[config.mk]
export PLATFORM = sky130hd
export DESIGN_NAME = pwm_timer_setting_calculator_top
export DESIGN_NICKNAME = d
export VERILOG_FILES = /design/src/design/pwm_tsc_pkg.sv /design/src/design/pwm_tsc_divider.sv /design/src/design/pwm_tsc_scale.sv /design/src/design/pwm_timer_setting_calculator_top.sv
export VERILOG_INCLUDE_DIRS = /design/src /design/src/design
export SDC_FILE = /design/constraint.sdc
export NUM_CORES = 2
export LEC_CHECK = 0
export BUFFER_PORTS_ARGS = -buffer_cell sky130_fd_sc_hd__clkbuf_2
export CAP_MARGIN = 30
export CORE_MARGIN = 2
export CORE_UTILIZATION = 60
export DETAILED_ROUTE_END_ITERATION = 10
export PLACE_DENSITY = 0.81
export SKIP_LAST_GASP = 1
export SLEW_MARGIN = 15
export SYNTH_ARGS = -nofsm -noshare
export SYNTH_HDL_FRONTEND = slang
export SYNTH_SLANG_ARGS = --single-unit
[constraint.sdc]
create_clock -name clock -period 9.1 [get_ports clock]
set_input_delay 0.91 -clock clock [delete_from_list [all_inputs] [get_ports clock]]
set_output_delay 0.91 -clock clock [all_outputs]
set_load 0.05 [all_outputs]
[src/design/pwm_timer_setting_calculator_top_defines.svh]
// Assertion macros shared by the PWM timer setting calculator RTL.
// Included by the modules that check their own sequencing; no other dependencies.
`ifndef PWM_TIMER_SETTING_CALCULATOR_TOP_DEFINES_SVH
`define PWM_TIMER_SETTING_CALCULATOR_TOP_DEFINES_SVH

`ifndef SYNTHESIS
// Same-cycle implication, disabled during reset
`define PTSC_ASSERT_NOW(label, clk, rst, ante, cons) \
   label: assert property (@(posedge clk) disable iff (rst) (ante) |-> (cons)) \
      else $error("pwm timer calculator: same-cycle check failed");
// Next-cycle implication, disabled during reset
`define PTSC_ASSERT_NEXT(label, clk, rst, ante, cons) \
   label: assert property (@(posedge clk) disable iff (rst) (ante) |=> (cons)) \
      else $error("pwm timer calculator: next-cycle check failed");
`else
`define PTSC_ASSERT_NOW(label, clk, rst, ante, cons)
`define PTSC_ASSERT_NEXT(label, clk, rst, ante, cons)
`endif

`endif

[src/design/pwm_tsc_pkg.sv]
// Shared widths, constants, status codes and interface structs of the
// PWM timer setting calculator. No dependencies.
package pwm_tsc_pkg;

   localparam int CLK_W      = 30;
   localparam int FREQ_W     = 32;
   localparam int DUTY_W     = 16;
   localparam int HOLD_W     = 16;
   localparam int STATUS_W   = 3;
   localparam int NUM_W      = CLK_W + 8;     // clock_hz * 256
   localparam int DVS_W      = 48;            // p1 * freq fits in 48 bits
   localparam int DIV_CNT_W  = $clog2(NUM_W + 1);
   localparam int P1_W       = 17;
   localparam int MAG_W      = 15;
   localparam int PROD_W     = HOLD_W + MAG_W;
   localparam int RECIP_W    = 24;
   localparam int RECIP_SHIFT = 30;
   localparam int REQ_DATA_W = 48;
   localparam int RSP_DATA_W = 56;

   localparam logic [CLK_W-1:0]   CLOCK_RESET = 30'd170000000;
   localparam logic [P1_W-1:0]    P1_MAX      = 17'd65536;
   localparam logic [MAG_W-1:0]   DUTY_FULL   = 15'd25600;
   // ceil(2^30 / 100): exact floor division by 100 for 23-bit operands
   localparam logic [RECIP_W-1:0] RECIP_100   = 24'd10737419;

   // Result status codes
   localparam logic [STATUS_W-1:0] STS_ALL   = 3'd0;
   localparam logic [STATUS_W-1:0] STS_CMP   = 3'd1;
   localparam logic [STATUS_W-1:0] STS_ZERO  = 3'd2;
   localparam logic [STATUS_W-1:0] STS_IGN   = 3'd3;
   localparam logic [STATUS_W-1:0] STS_CLAMP = 3'd4;

   // Operation codes
   localparam logic OP_FULL = 1'b0;
   localparam logic OP_DUTY = 1'b1;

   typedef struct packed {
      logic busy;
      logic done;
   } div_stat_type;

   typedef struct packed {
      logic              done;
      logic              clamped;
      logic [HOLD_W-1:0] compare;
   } scale_res_type;

endpackage

[src/design/pwm_tsc_divider.sv]
// Shared radix-2 restoring divider: one quotient bit per cycle.
// Depends on pwm_tsc_pkg and the assertion macro header.
`include "pwm_timer_setting_calculator_top_defines.svh"
module pwm_tsc_divider (
   input  logic                          clock,
   input  logic                          reset,
   input  logic                          start,
   input  logic [pwm_tsc_pkg::NUM_W-1:0] dividend,
   input  logic [pwm_tsc_pkg::DVS_W-1:0] divisor,
   output logic [pwm_tsc_pkg::NUM_W-1:0] quotient,
   output pwm_tsc_pkg::div_stat_type     stat
);
   import pwm_tsc_pkg::*;

   logic                 busy_ff, busy_in;
   logic                 done_ff, done_in;
   logic [DIV_CNT_W-1:0] cnt_ff, cnt_in;
   logic [DVS_W-1:0]     rem_ff, rem_in;
   logic [NUM_W-1:0]     quo_ff, quo_in;
   logic [DVS_W-1:0]     dvs_ff, dvs_in;
   logic [DVS_W:0]       trial;
   logic [DVS_W:0]       diff;
   logic                 fits;

   // Shift in the next dividend bit and try a subtract
   always_comb begin
      trial = {rem_ff, quo_ff[NUM_W-1]};
      diff  = trial - {1'b0, dvs_ff};
      fits  = (trial >= {1'b0, dvs_ff});
   end

   // Sequence the iterations
   always_comb begin
      busy_in = busy_ff;
      done_in = 1'b0;
      cnt_in  = cnt_ff;
      rem_in  = rem_ff;
      quo_in  = quo_ff;
      dvs_in  = dvs_ff;
      if (start) begin
         busy_in = 1'b1;
         cnt_in  = DIV_CNT_W'(NUM_W);
         rem_in  = '0;
         quo_in  = dividend;
         dvs_in  = divisor;
      end else if (busy_ff) begin
         cnt_in = cnt_ff - DIV_CNT_W'(1);
         rem_in = fits ? diff[DVS_W-1:0] : trial[DVS_W-1:0];
         quo_in = {quo_ff[NUM_W-2:0], fits};
         if (cnt_ff == DIV_CNT_W'(1)) begin
            busy_in = 1'b0;
            done_in = 1'b1;
         end
      end
   end

   always_ff @(posedge clock) begin
      if (reset) begin
         busy_ff <= 1'b0;
         done_ff <= 1'b0;
         cnt_ff  <= '0;
      end else begin
         busy_ff <= busy_in;
         done_ff <= done_in;
         cnt_ff  <= cnt_in;
      end
      rem_ff <= rem_in;
      quo_ff <= quo_in;
      dvs_ff <= dvs_in;
   end

   assign quotient  = quo_ff;
   assign stat.busy = busy_ff;
   assign stat.done = done_ff;

   `PTSC_ASSERT_NOW(a_no_restart, clock, reset, start, !busy_ff)
   `PTSC_ASSERT_NOW(a_busy_count, clock, reset, busy_ff, cnt_ff != '0)
   `PTSC_ASSERT_NEXT(a_last_done, clock, reset,
      busy_ff && !start && cnt_ff == DIV_CNT_W'(1), done_ff && !busy_ff)

endmodule

[src/design/pwm_tsc_scale.sv]
// Compare scaling: |duty| clamp, reload * magnitude, then divide by 25600
// through a shift and an exact reciprocal multiply. Depends on pwm_tsc_pkg.
module pwm_tsc_scale (
   input  logic                                 clock,
   input  logic                                 reset,
   input  logic                                 start,
   input  logic [pwm_tsc_pkg::HOLD_W-1:0]       reload,
   input  logic signed [pwm_tsc_pkg::DUTY_W-1:0] duty,
   output pwm_tsc_pkg::scale_res_type           res
);
   import pwm_tsc_pkg::*;

   localparam int X_W = PROD_W - 8;              // product / 256
   localparam int R_W = X_W + RECIP_W;

   logic [2:0]        vld_ff, vld_in;
   logic [HOLD_W-1:0] rel_ff;
   logic [MAG_W-1:0]  mag_ff, mag_in;
   logic              clamp_ff, clamp_in;
   logic [PROD_W-1:0] prod_ff;
   logic [R_W-1:0]    recip_ff;
   logic [DUTY_W:0]   mag_full;

   // Take the magnitude and clamp it at full scale
   always_comb begin
      mag_full = duty[DUTY_W-1] ? ((DUTY_W+1)'(0) - {1'b1, duty}) : {1'b0, duty};
      clamp_in = (mag_full > (DUTY_W+1)'(DUTY_FULL));
      mag_in   = clamp_in ? DUTY_FULL : mag_full[MAG_W-1:0];
      vld_in   = {vld_ff[1:0], start};
   end

   always_ff @(posedge clock) begin
      if (reset) begin
         vld_ff <= '0;
      end else begin
         vld_ff <= vld_in;
      end
      if (start) begin
         rel_ff   <= reload;
         mag_ff   <= mag_in;
         clamp_ff <= clamp_in;
      end
      // Multiply, then scale by the reciprocal of 100
      prod_ff  <= PROD_W'(rel_ff) * PROD_W'(mag_ff);
      recip_ff <= R_W'(prod_ff[PROD_W-1:8]) * R_W'(RECIP_100);
   end

   assign res.done    = vld_ff[2];
   assign res.clamped = clamp_ff;
   assign res.compare = recip_ff[RECIP_SHIFT +: HOLD_W];

endmodule

[src/design/pwm_timer_setting_calculator_top.sv]
// Top level of the PWM timer setting calculator: stream ports, clock register,
// held timer settings and the sequencer. Depends on pwm_tsc_pkg, pwm_tsc_divider,
// pwm_tsc_scale and the assertion macro header.
//
// One request word is worked on at a time and req_tready is low meanwhile. A full
// write runs two 38-step divisions on the shared one-bit-per-cycle divider (clock*256
// by the frequency, then by prescaler+1 times the frequency), a multiply state
// between them and the three-stage compare scaler; the result is then loaded into
// the response register from the done state, and only after that can the next word
// be accepted. A duty-only write uses the scaler alone; a zero frequency or an
// ignored duty update goes straight to the done state. A new request is taken
// while the previous response word still waits on rsp_tready; a stalled response
// holds the next result in the done state until the output register frees. The
// clock register is written through csr_wr_en/csr_wr_data and resets to 170 MHz.
`include "pwm_timer_setting_calculator_top_defines.svh"
module pwm_timer_setting_calculator_top #(
   parameter int COUNTER_BITS = 16
) (
   input  logic                                 clock,
   input  logic                                 reset,
   // configuration: clock_hz
   input  logic                                 csr_wr_en,
   input  logic [pwm_tsc_pkg::CLK_W-1:0]        csr_wr_data,
   // request: [31:0] freq_q8, [47:32] duty_q8
   input  logic                                 req_tvalid,
   output logic                                 req_tready,
   input  logic [pwm_tsc_pkg::REQ_DATA_W-1:0]   req_tdata,
   // request: [0] operation
   input  logic                                 req_tuser,
   // response: [15:0] prescaler, [31:16] reload, [47:32] compare, [50:48] status
   output logic                                 rsp_tvalid,
   input  logic                                 rsp_tready,
   output logic [pwm_tsc_pkg::RSP_DATA_W-1:0]   rsp_tdata
);
   import pwm_tsc_pkg::*;

   localparam int SUM_W = NUM_W + 1;
   localparam logic [SUM_W-1:0] CMASK = SUM_W'((64'd1 << COUNTER_BITS) - 64'd1);
   localparam logic [HOLD_W-1:0] RMAX =
      (COUNTER_BITS >= HOLD_W) ? {HOLD_W{1'b1}} : HOLD_W'((64'd1 << COUNTER_BITS) - 64'd1);

   typedef enum logic [5:0] {
      ST_IDLE  = 6'b000001,
      ST_DIV1  = 6'b000010,
      ST_MUL   = 6'b000100,
      ST_DIV2  = 6'b001000,
      ST_SCALE = 6'b010000,
      ST_DONE  = 6'b100000
   } state_type;

   state_type            state_ff, state_in;
   logic [CLK_W-1:0]     clock_hz_ff;
   logic [HOLD_W-1:0]    held_prescaler_ff, held_prescaler_in;
   logic [HOLD_W-1:0]    held_reload_ff, held_reload_in;
   logic [HOLD_W-1:0]    held_compare_ff, held_compare_in;
   logic [STATUS_W-1:0]  status_ff, status_in;
   logic                 op_ff, op_in;
   logic [FREQ_W-1:0]    freq_ff, freq_in;
   logic [DUTY_W-1:0]    duty_ff, duty_in;
   logic [P1_W-1:0]      p1_ff, p1_in;
   logic                 clamp_ff, clamp_in;
   logic                 rsp_valid_ff, rsp_valid_in;
   logic [RSP_DATA_W-1:0] rsp_data_ff, rsp_data_in;

   logic                 req_accept;
   logic [FREQ_W-1:0]    req_freq;
   logic [DUTY_W-1:0]    req_duty;
   logic                 div_start;
   logic [DVS_W-1:0]     div_divisor;
   logic [NUM_W-1:0]     div_quo;
   div_stat_type         div_stat;
   logic                 scl_start;
   logic [HOLD_W-1:0]    scl_reload;
   logic [DUTY_W-1:0]    scl_duty;
   scale_res_type        scl_res;
   logic [SUM_W-1:0]     p1_sum;
   logic [SUM_W-1:0]     p1_full;
   logic [HOLD_W-1:0]    rel_c;
   logic                 rel_clamp;

   assign req_accept = req_tvalid && req_tready;
   assign req_tready = (state_ff == ST_IDLE);
   assign req_freq   = req_tdata[FREQ_W-1:0];
   assign req_duty   = req_tdata[FREQ_W +: DUTY_W];

   // Prescaler + 1 from the period, and reload from the second quotient
   always_comb begin
      p1_sum  = {1'b0, div_quo} + CMASK;
      p1_full = p1_sum >> COUNTER_BITS;
      rel_clamp = 1'b0;
      if (div_quo == '0) begin
         rel_c     = '0;
         rel_clamp = 1'b1;
      end else if ((div_quo - NUM_W'(1)) > NUM_W'(RMAX)) begin
         rel_c     = RMAX;
         rel_clamp = 1'b1;
      end else begin
         rel_c = HOLD_W'(div_quo - NUM_W'(1));
      end
   end

   // Sequencer
   always_comb begin
      state_in          = state_ff;
      held_prescaler_in = held_prescaler_ff;
      held_reload_in    = held_reload_ff;
      held_compare_in   = held_compare_ff;
      status_in         = status_ff;
      op_in             = op_ff;
      freq_in           = freq_ff;
      duty_in           = duty_ff;
      p1_in             = p1_ff;
      clamp_in          = clamp_ff;
      rsp_valid_in      = rsp_valid_ff && !rsp_tready;
      rsp_data_in       = rsp_data_ff;
      div_start         = 1'b0;
      div_divisor       = {{(DVS_W-FREQ_W){1'b0}}, req_freq};
      scl_start         = 1'b0;
      scl_reload        = held_reload_ff;
      scl_duty          = duty_ff;
      unique case (state_ff)
         ST_IDLE: begin
            scl_duty = req_duty;
            if (req_accept) begin
               op_in    = req_tuser;
               freq_in  = req_freq;
               duty_in  = req_duty;
               clamp_in = 1'b0;
               if (req_tuser == OP_FULL) begin
                  if (req_freq == '0) begin
                     held_compare_in = '0;
                     status_in       = STS_ZERO;
                     state_in        = ST_DONE;
                  end else begin
                     div_start = 1'b1;
                     state_in  = ST_DIV1;
                  end
               end else if (held_reload_ff == '0) begin
                  status_in = STS_IGN;
                  state_in  = ST_DONE;
               end else begin
                  scl_start = 1'b1;
                  state_in  = ST_SCALE;
               end
            end
         end
         ST_DIV1: begin
            if (div_stat.done) begin
               if (p1_full == '0) begin
                  p1_in = P1_W'(1);
               end else if (p1_full > SUM_W'(P1_MAX)) begin
                  p1_in    = P1_MAX;
                  clamp_in = 1'b1;
               end else begin
                  p1_in = P1_W'(p1_full);
               end
               state_in = ST_MUL;
            end
         end
         ST_MUL: begin
            div_divisor = DVS_W'(p1_ff) * DVS_W'(freq_ff);
            div_start   = 1'b1;
            state_in    = ST_DIV2;
         end
         ST_DIV2: begin
            scl_reload = rel_c;
            if (div_stat.done) begin
               held_prescaler_in = HOLD_W'(p1_ff - P1_W'(1));
               held_reload_in    = rel_c;
               clamp_in          = clamp_ff || rel_clamp;
               scl_start         = 1'b1;
               state_in          = ST_SCALE;
            end
         end
         ST_SCALE: begin
            if (scl_res.done) begin
               held_compare_in = scl_res.compare;
               if (clamp_ff || scl_res.clamped) begin
                  status_in = STS_CLAMP;
               end else if (op_ff == OP_DUTY) begin
                  status_in = STS_CMP;
               end else begin
                  status_in = STS_ALL;
               end
               state_in = ST_DONE;
            end
         end
         ST_DONE: begin
            // Load the response word once the output register is free
            if (!rsp_valid_ff || rsp_tready) begin
               rsp_valid_in = 1'b1;
               rsp_data_in  = RSP_DATA_W'({status_ff, held_compare_ff,
                                           held_reload_ff, held_prescaler_ff});
               state_in     = ST_IDLE;
            end
         end
         default: begin
            state_in = ST_IDLE;
         end
      endcase
   end

   always_ff @(posedge clock) begin
      if (reset) begin
         state_ff          <= ST_IDLE;
         clock_hz_ff       <= CLOCK_RESET;
         held_prescaler_ff <= '0;
         held_reload_ff    <= '0;
         held_compare_ff   <= '0;
         rsp_valid_ff      <= 1'b0;
      end else begin
         state_ff          <= state_in;
         held_prescaler_ff <= held_prescaler_in;
         held_reload_ff    <= held_reload_in;
         held_compare_ff   <= held_compare_in;
         rsp_valid_ff      <= rsp_valid_in;
         if (csr_wr_en) begin
            clock_hz_ff <= csr_wr_data;
         end
      end
      status_ff   <= status_in;
      op_ff       <= op_in;
      freq_ff     <= freq_in;
      duty_ff     <= duty_in;
      p1_ff       <= p1_in;
      clamp_ff    <= clamp_in;
      rsp_data_ff <= rsp_data_in;
   end

   pwm_tsc_divider u_divider (
      .clock    (clock),
      .reset    (reset),
      .start    (div_start),
      .dividend ({clock_hz_ff, 8'd0}),
      .divisor  (div_divisor),
      .quotient (div_quo),
      .stat     (div_stat)
   );

   pwm_tsc_scale u_scale (
      .clock  (clock),
      .reset  (reset),
      .start  (scl_start),
      .reload (scl_reload),
      .duty   (scl_duty),
      .res    (scl_res)
   );

   assign rsp_tvalid = rsp_valid_ff;
   assign rsp_tdata  = rsp_data_ff;

   `PTSC_ASSERT_NOW(a_div_done_state, clock, reset, div_stat.done,
      state_ff == ST_DIV1 || state_ff == ST_DIV2)
   `PTSC_ASSERT_NOW(a_scale_done_state, clock, reset, scl_res.done, state_ff == ST_SCALE)
   `PTSC_ASSERT_NOW(a_ignored_no_reload, clock, reset,
      state_ff == ST_DONE && status_ff == STS_IGN, held_reload_ff == '0)

endmodule
After elaboration in Yosys (flattened, before gate mapping). Index checks and enable logic that the tools add are counted.

Bits in registers: 460. Bits of input ports: 84. Output and inout bits: 58. Logic and storage cells: 143.

Add/sub/neg operators: 6. $mul: 3. Order comparisons: 4. Equal/unequal tests: 18. Mux-type cells: 57. Bitwise operators: 1. Reduce and logical (&&, ||, !) cells: 25.

Operator list (count): $mux 16 (8); $mux 38 (2); $mux 6 (10); $ge 49x48->1 (1); $mul 17x32->48 (1); $mux 48 (1); $sub 48x48->48 (1); $mul 23x24->46 const B (1); $add 38x16->39 const B (1); $logic_not 39->1 (1); $gt 38x16->1 const B (1); $logic_not 38->1 (1); $sub 38x1->38 const B (1); $pmux 6 s6 (1); $mux 17 (2); $logic_not 32->1 (1); $mux 32 (1); $pmux 16 s2 (1); $mul 16x15->31 (1); $gt 23x17->1 const B (1); $mux 1 (21); $mux 3 (6); $gt 17x15->1 const B (1); $sub 1x17->17 const A (1); other kinds (27) (47).

Longest topological paths before layout.
Word-level depth: 7. Depth in mapped cells: 27. Mapped depth without buffers: 25.

By module. Synthesis repeated with hierarchy kept, for this count alone.

Cells, all modules: 5811. Area total of the unflattened synthesis: 54337.1 µm².

Modules (own cells, without submodules): pwm_timer_setting_calculator_top (instances 1, cells each 2982, area an instance 26688.1 µm², seq. area each 5335.1 µm²); pwm_tsc_scale (instances 1, cells each 1921, area an instance 18954.4 µm², seq. area each 1801.7 µm²); pwm_tsc_divider (instances 1, cells each 908, area an instance 8694.6 µm², seq. area each 3703.6 µm²).

Worst setup path before layout. OpenSTA, ideal clock, no wires.

Path type: reg-to-reg. Start point: register p1_ff[10]. End point: register u_divider.dvs_ff[47] (data pin). Library setup time: 0.266 ns. Arrival time: 6.455 ns. Path slack: 2.379 ns. Cell stages (with the launch flop): 27. Path buffers: 2. Cell sequence: edfxtp_1 > clkbuf_1 > clkbuf_1 > nand2_1 > fa_1 > inv_1 > fa_1 > inv_1 > fa_1 > inv_1 > fa_1 > fa_1 > inv_1 > fa_1 > inv_1 > ha_1 > and3_1 > and3_1 > and3_1 > nand2_1 > a21o_1 > o311ai_0 > a21o_1 > a221oi_1 > o41ai_1 > xnor2_1 > nor2_1.

Word-level cells in the longest chain between the ends: 1.

RTL lines: from (decl) (RTL line pwm_timer_setting_calculator_top.sv:60) `logic [P1_W-1:0] p1_ff, p1_in;`; from (signal assigned) (RTL line pwm_timer_setting_calculator_top.sv:225) `p1_ff <= p1_in;`; $mul 17x32->48 (RTL line pwm_timer_setting_calculator_top.sv:161) `div_divisor = DVS_W'(p1_ff) * DVS_W'(freq_ff);`; to (signal assigned) (RTL line pwm_tsc_divider.sv:69) `dvs_ff <= dvs_in;`; to (decl) (RTL line pwm_tsc_divider.sv:20) `logic [DVS_W-1:0] dvs_ff, dvs_in;`.

Every way passes these cells. A chain may end at the register's enable or synchronous reset.

Worst setup path in the final report.
Start point: register p1_ff[5]. End point: register u_divider.dvs_ff[47] (data pin).

Same word-level chain as after synthesis.

==> results.yml <==
placement:
  post-place-ws_ns: 1.37
  hpwl_um: 105000
  place.port_buffers: 136
  gp_congestion: 0.985
  dpl_cell_area_sq_um: 54500
global_route:
  grt_max_degree: 102
  grt_pass1_wl_um: 214000
  use_met3_pct: 7.25
  gr-max-usage-layer: "met2"
  grt-ovfl-total: 0
  grt_antenna_before_repair: 6
  globalRouteTotalUtil_pct: 30.1
  grt_pass1_vias: 40500
  met1_usage_pct: 37.9
  grtUsageMet2_pct: 50.3
pwr:
  p_sw_mw: 2.93
  combPwrFrac_pct: 40.0
  p_int_mw: 4.65
  powerDensity_nw_per_um2: 135
  power.leakage_nw: 27.4
  total_power_mw: 7.58
  power_switching_share_pct: 38.7
  clockPowerShare_pct: 26.8
  peakVddDrop_mv: 0.234
  power.share.sequential_pct: 33.3
routing:
  num_vias: 39300
  avgViaCountPerCell: 5.73
  firstDrtPassIters: 6
  drc: 0
  drtIter0Drc: 3263
  ant_nets: 0
  wl_um: 134000
  wl_per_cell_um: 19.5
logic_synthesis:
  ys.warnings.count: 0
  synth-async-reset-ratio_pct: 0
  yosysSeqAreaShare_pct: 20.3
  synthCells: 5671
  synth-edff-count: 231
  avgSynthCellArea_sq_um: 9.34
  ys.flop_type: "edfxtp_1"
  ys_ff_latch: 422
  yosysUniqueCellTypes: 87
  synth_area_sq_um: 53000
sta:
  slew_violations: 0
  slew_headroom_pct: 30.7
  clock_skew_ns: 0.0313
  holdWs_ns: 0.416
  fmax_ghz: 0.126
  setup_slack_ns: 1.17
  fin_crit_sh_pct: 87.1
  fin_setup_tns_ns: 0
  rsz0062_at_grt: "no"
  setup_viol: 0
  worst_pin_slew_ns: 1.04
  hold_viol: 0
  layout_min_cycle_time_ns: 7.93
clock_tree:
  clkTransAtPathRegs_ns: 0.06
  cts_root_buffer: "clkbuf_16"
  ctsLongestPathBuffers: 3
  clock_latency_ns: 0.61
  cts_made_buffers: 49
  cts_resized: 0
  cts-hold-fix-buffers: 0
  clock-sinks: 422
  htreeDepth: 2
  tritoncts: "built"
  postCtsSetupBuffers: 0
critical_path:
  slowest_stage: "edfxtp_1"
  end_kind: "flop"
  crit_chain: "buf_4 -> and2_1 -> fa_1 -> inv_1 -> fa_1 -> inv_1 -> ha_1 -> fa_1 -> fa_1 -> inv_1 -> fa_1 -> inv_1 -> ha_1 -> a21oi_1 -> o21ai_0 -> and3_1 -> nand2_1 -> a21o_1 -> o311ai_0 -> a21o_1 -> a221oi_1 -> o41ai_1 -> xnor2_1 -> nor2_1"
  path_buf_inv: 5
  critPathMaxFanout: 23
  required_ns: 9.44
  critPathTopFamily: "adder cells"
  crit_top_cell: "fa_1"
  crit_path_start_kind: "flop"
  crit_type: "flop to flop"
  max_stage_delay_ns: 0.81
  arrival_ns: 8.26
floorplanning:
  die_area_sq_um: 90700
  die_w_um: 301
  core_area_sq_um: 87200
  ios: 142
  row_count: 108
  start_util_pct: 60.8
  fp.dieH_um: 301
finish:
  drive_gt1_share_pct: 5.46
  regArea_sq_um: 10800
  mostFrequentLayoutCells: "1096 x inv_1, 823 x fa_1, 737 x nand2_1"
  layout-area-overhead-vs-synth_pct: 6.25
  final_common_cell: "inv_1"
  stdcell_area_sq_um: 56300
  fillers: 6766
  multi_input_area_sq_um: 37200
  nets: 7069
  diodes: 0
flow_run:
  cap_violations: 0
worst_hold_path:
  min-delay-path-class: "flop to flop"
outcome:
  status: "finished clean"
[power groups by stage]
stage	Sequential, mW	Combinational, mW	Clock [mW]
final	2.52	3.03	2.03
after CTS	2.51	3.00	2.06
after detailed placement	2.55	2.98	0
after global placement	2.54	2.91	0
after global routing	2.54	3.39	2.12
after floorplan	2.42	2.42	0
[Yosys cell counts (9+ instances only)]
cell type | instances | share of area, %
o21a_1 | 24 | 0.34
o21ai_0 | 140 | 1.3
a41oi_1 | 9 | 0.15
nand2b_1 | 16 | 0.19
a21o_1 | 85 | 1.2
nand3b_1 | 11 | 0.16
xnor2_1 | 108 | 1.8
buf_2 | 9 | 0.085
o31ai_1 | 27 | 0.38
nor4_1 | 28 | 0.33
nand3_1 | 87 | 0.82
edfxtp_1 | 231 | 13
o21bai_1 | 19 | 0.27
nand4_1 | 29 | 0.34
and2_1 | 317 | 3.7
xor2_1 | 83 | 1.4
and3_1 | 21 | 0.25
a211o_1 | 18 | 0.30
a211oi_1 | 48 | 0.68
nor2b_1 | 33 | 0.39
mux2i_1 | 51 | 0.96
nor3_1 | 54 | 0.51
nand2_1 | 737 | 5.2
nor2_1 | 264 | 1.9
a21oi_1 | 201 | 1.9
ha_1 | 501 | 12
clkbuf_1 | 230 | 1.6
a31oi_1 | 18 | 0.21
inv_1 | 1097 | 7.8
dfxtp_1 | 191 | 7.2
fa_1 | 823 | 31
or2_2 | 9 | 0.11
[per-layer routing]
metal | routed length [um] | share of wire (%)
met1 | 51100 | 38
met2 | 64200 | 48
met3 | 12700 | 9.5
met4 | 5770 | 4.3
met5 | 54 | 0.040
[cell families (layout without fill, tap and decap cells)]
| kind of cell | count (synthesis) | count (layout) | share of synthesized area [%] |
|---|---|---|---|
| fa+ha+maj | 1324 | 1324 | 42.9 |
| other cells | 1 | 5 | 0.00708 |
| flops | 422 | 422 | 20.3 |
| buf+inv | 1350 | 1376 | 9.65 |
| mux | 56 | 56 | 1.07 |
| compound gates | 671 | 671 | 8.12 |
| xor+xnor | 193 | 193 | 3.22 |
| simple gates | 1654 | 1654 | 14.7 |
[sequential cells by signal (all words and copies together), names as in the netlist, 17 cells and up]
name                flops
clock_hz_ff            30
rsp_tdata              51
u_scale.prod_ff        23
p1_ff                  17
freq_ff                32
u_divider.rem_ff       48
u_divider.quotient     38
u_divider.dvs_ff       48
[worst reg2reg max path, delay by kind of cell (launching register included)]
family | cells | cell delay (ns)
DFF | 1 | 0.81
xor gates and xnor gates | 1 | 0.18
and+or+nand+nor | 4 | 0.75
AOI/OAI and AO/OA | 7 | 2.23
buffers and inverters | 5 | 0.59
adders and majority gates | 7 | 3.08
[through the flow]
step | cells | utilization (%)
floorplan | 5675 | -
global placement | 6755 | 62.5
detailed placement | 6759 | 62.6
CTS | 6850 | 64.4
global route | 6856 | 64.6
finish | 6856 | 64.6
[area by class of cell]
class                           instances  share of cell area, %
Clock buffer                           64                   2.35
Clock inverter                         27                  0.547
Inverter                             1098                   7.33
Multi-Input combinational cell       3903                   66.0
Sequential cell                       422                   19.1
Tap cell                             1155                   2.57
Timing Repair Buffer                  187                   2.09
[path summary, 6_finish.rpt]
path	start	to	slack, ns	cells after the start
setup reg to reg	p1_ff[5]$_SDFFCE_PP0P_	u_divider.dvs_ff[47]$_SDFFCE_PN0P_	1.17	24
hold / removal	status_ff[1]$_DFFE_PP_	rsp_tdata[49]$_DFFE_PP_	0.42	0
setup / recovery	p1_ff[5]$_SDFFCE_PP0P_	u_divider.dvs_ff[47]$_SDFFCE_PN0P_	1.17	24
hold reg to reg	status_ff[1]$_DFFE_PP_	rsp_tdata[49]$_DFFE_PP_	0.42	0
Power figures use the tool's default switching activity.
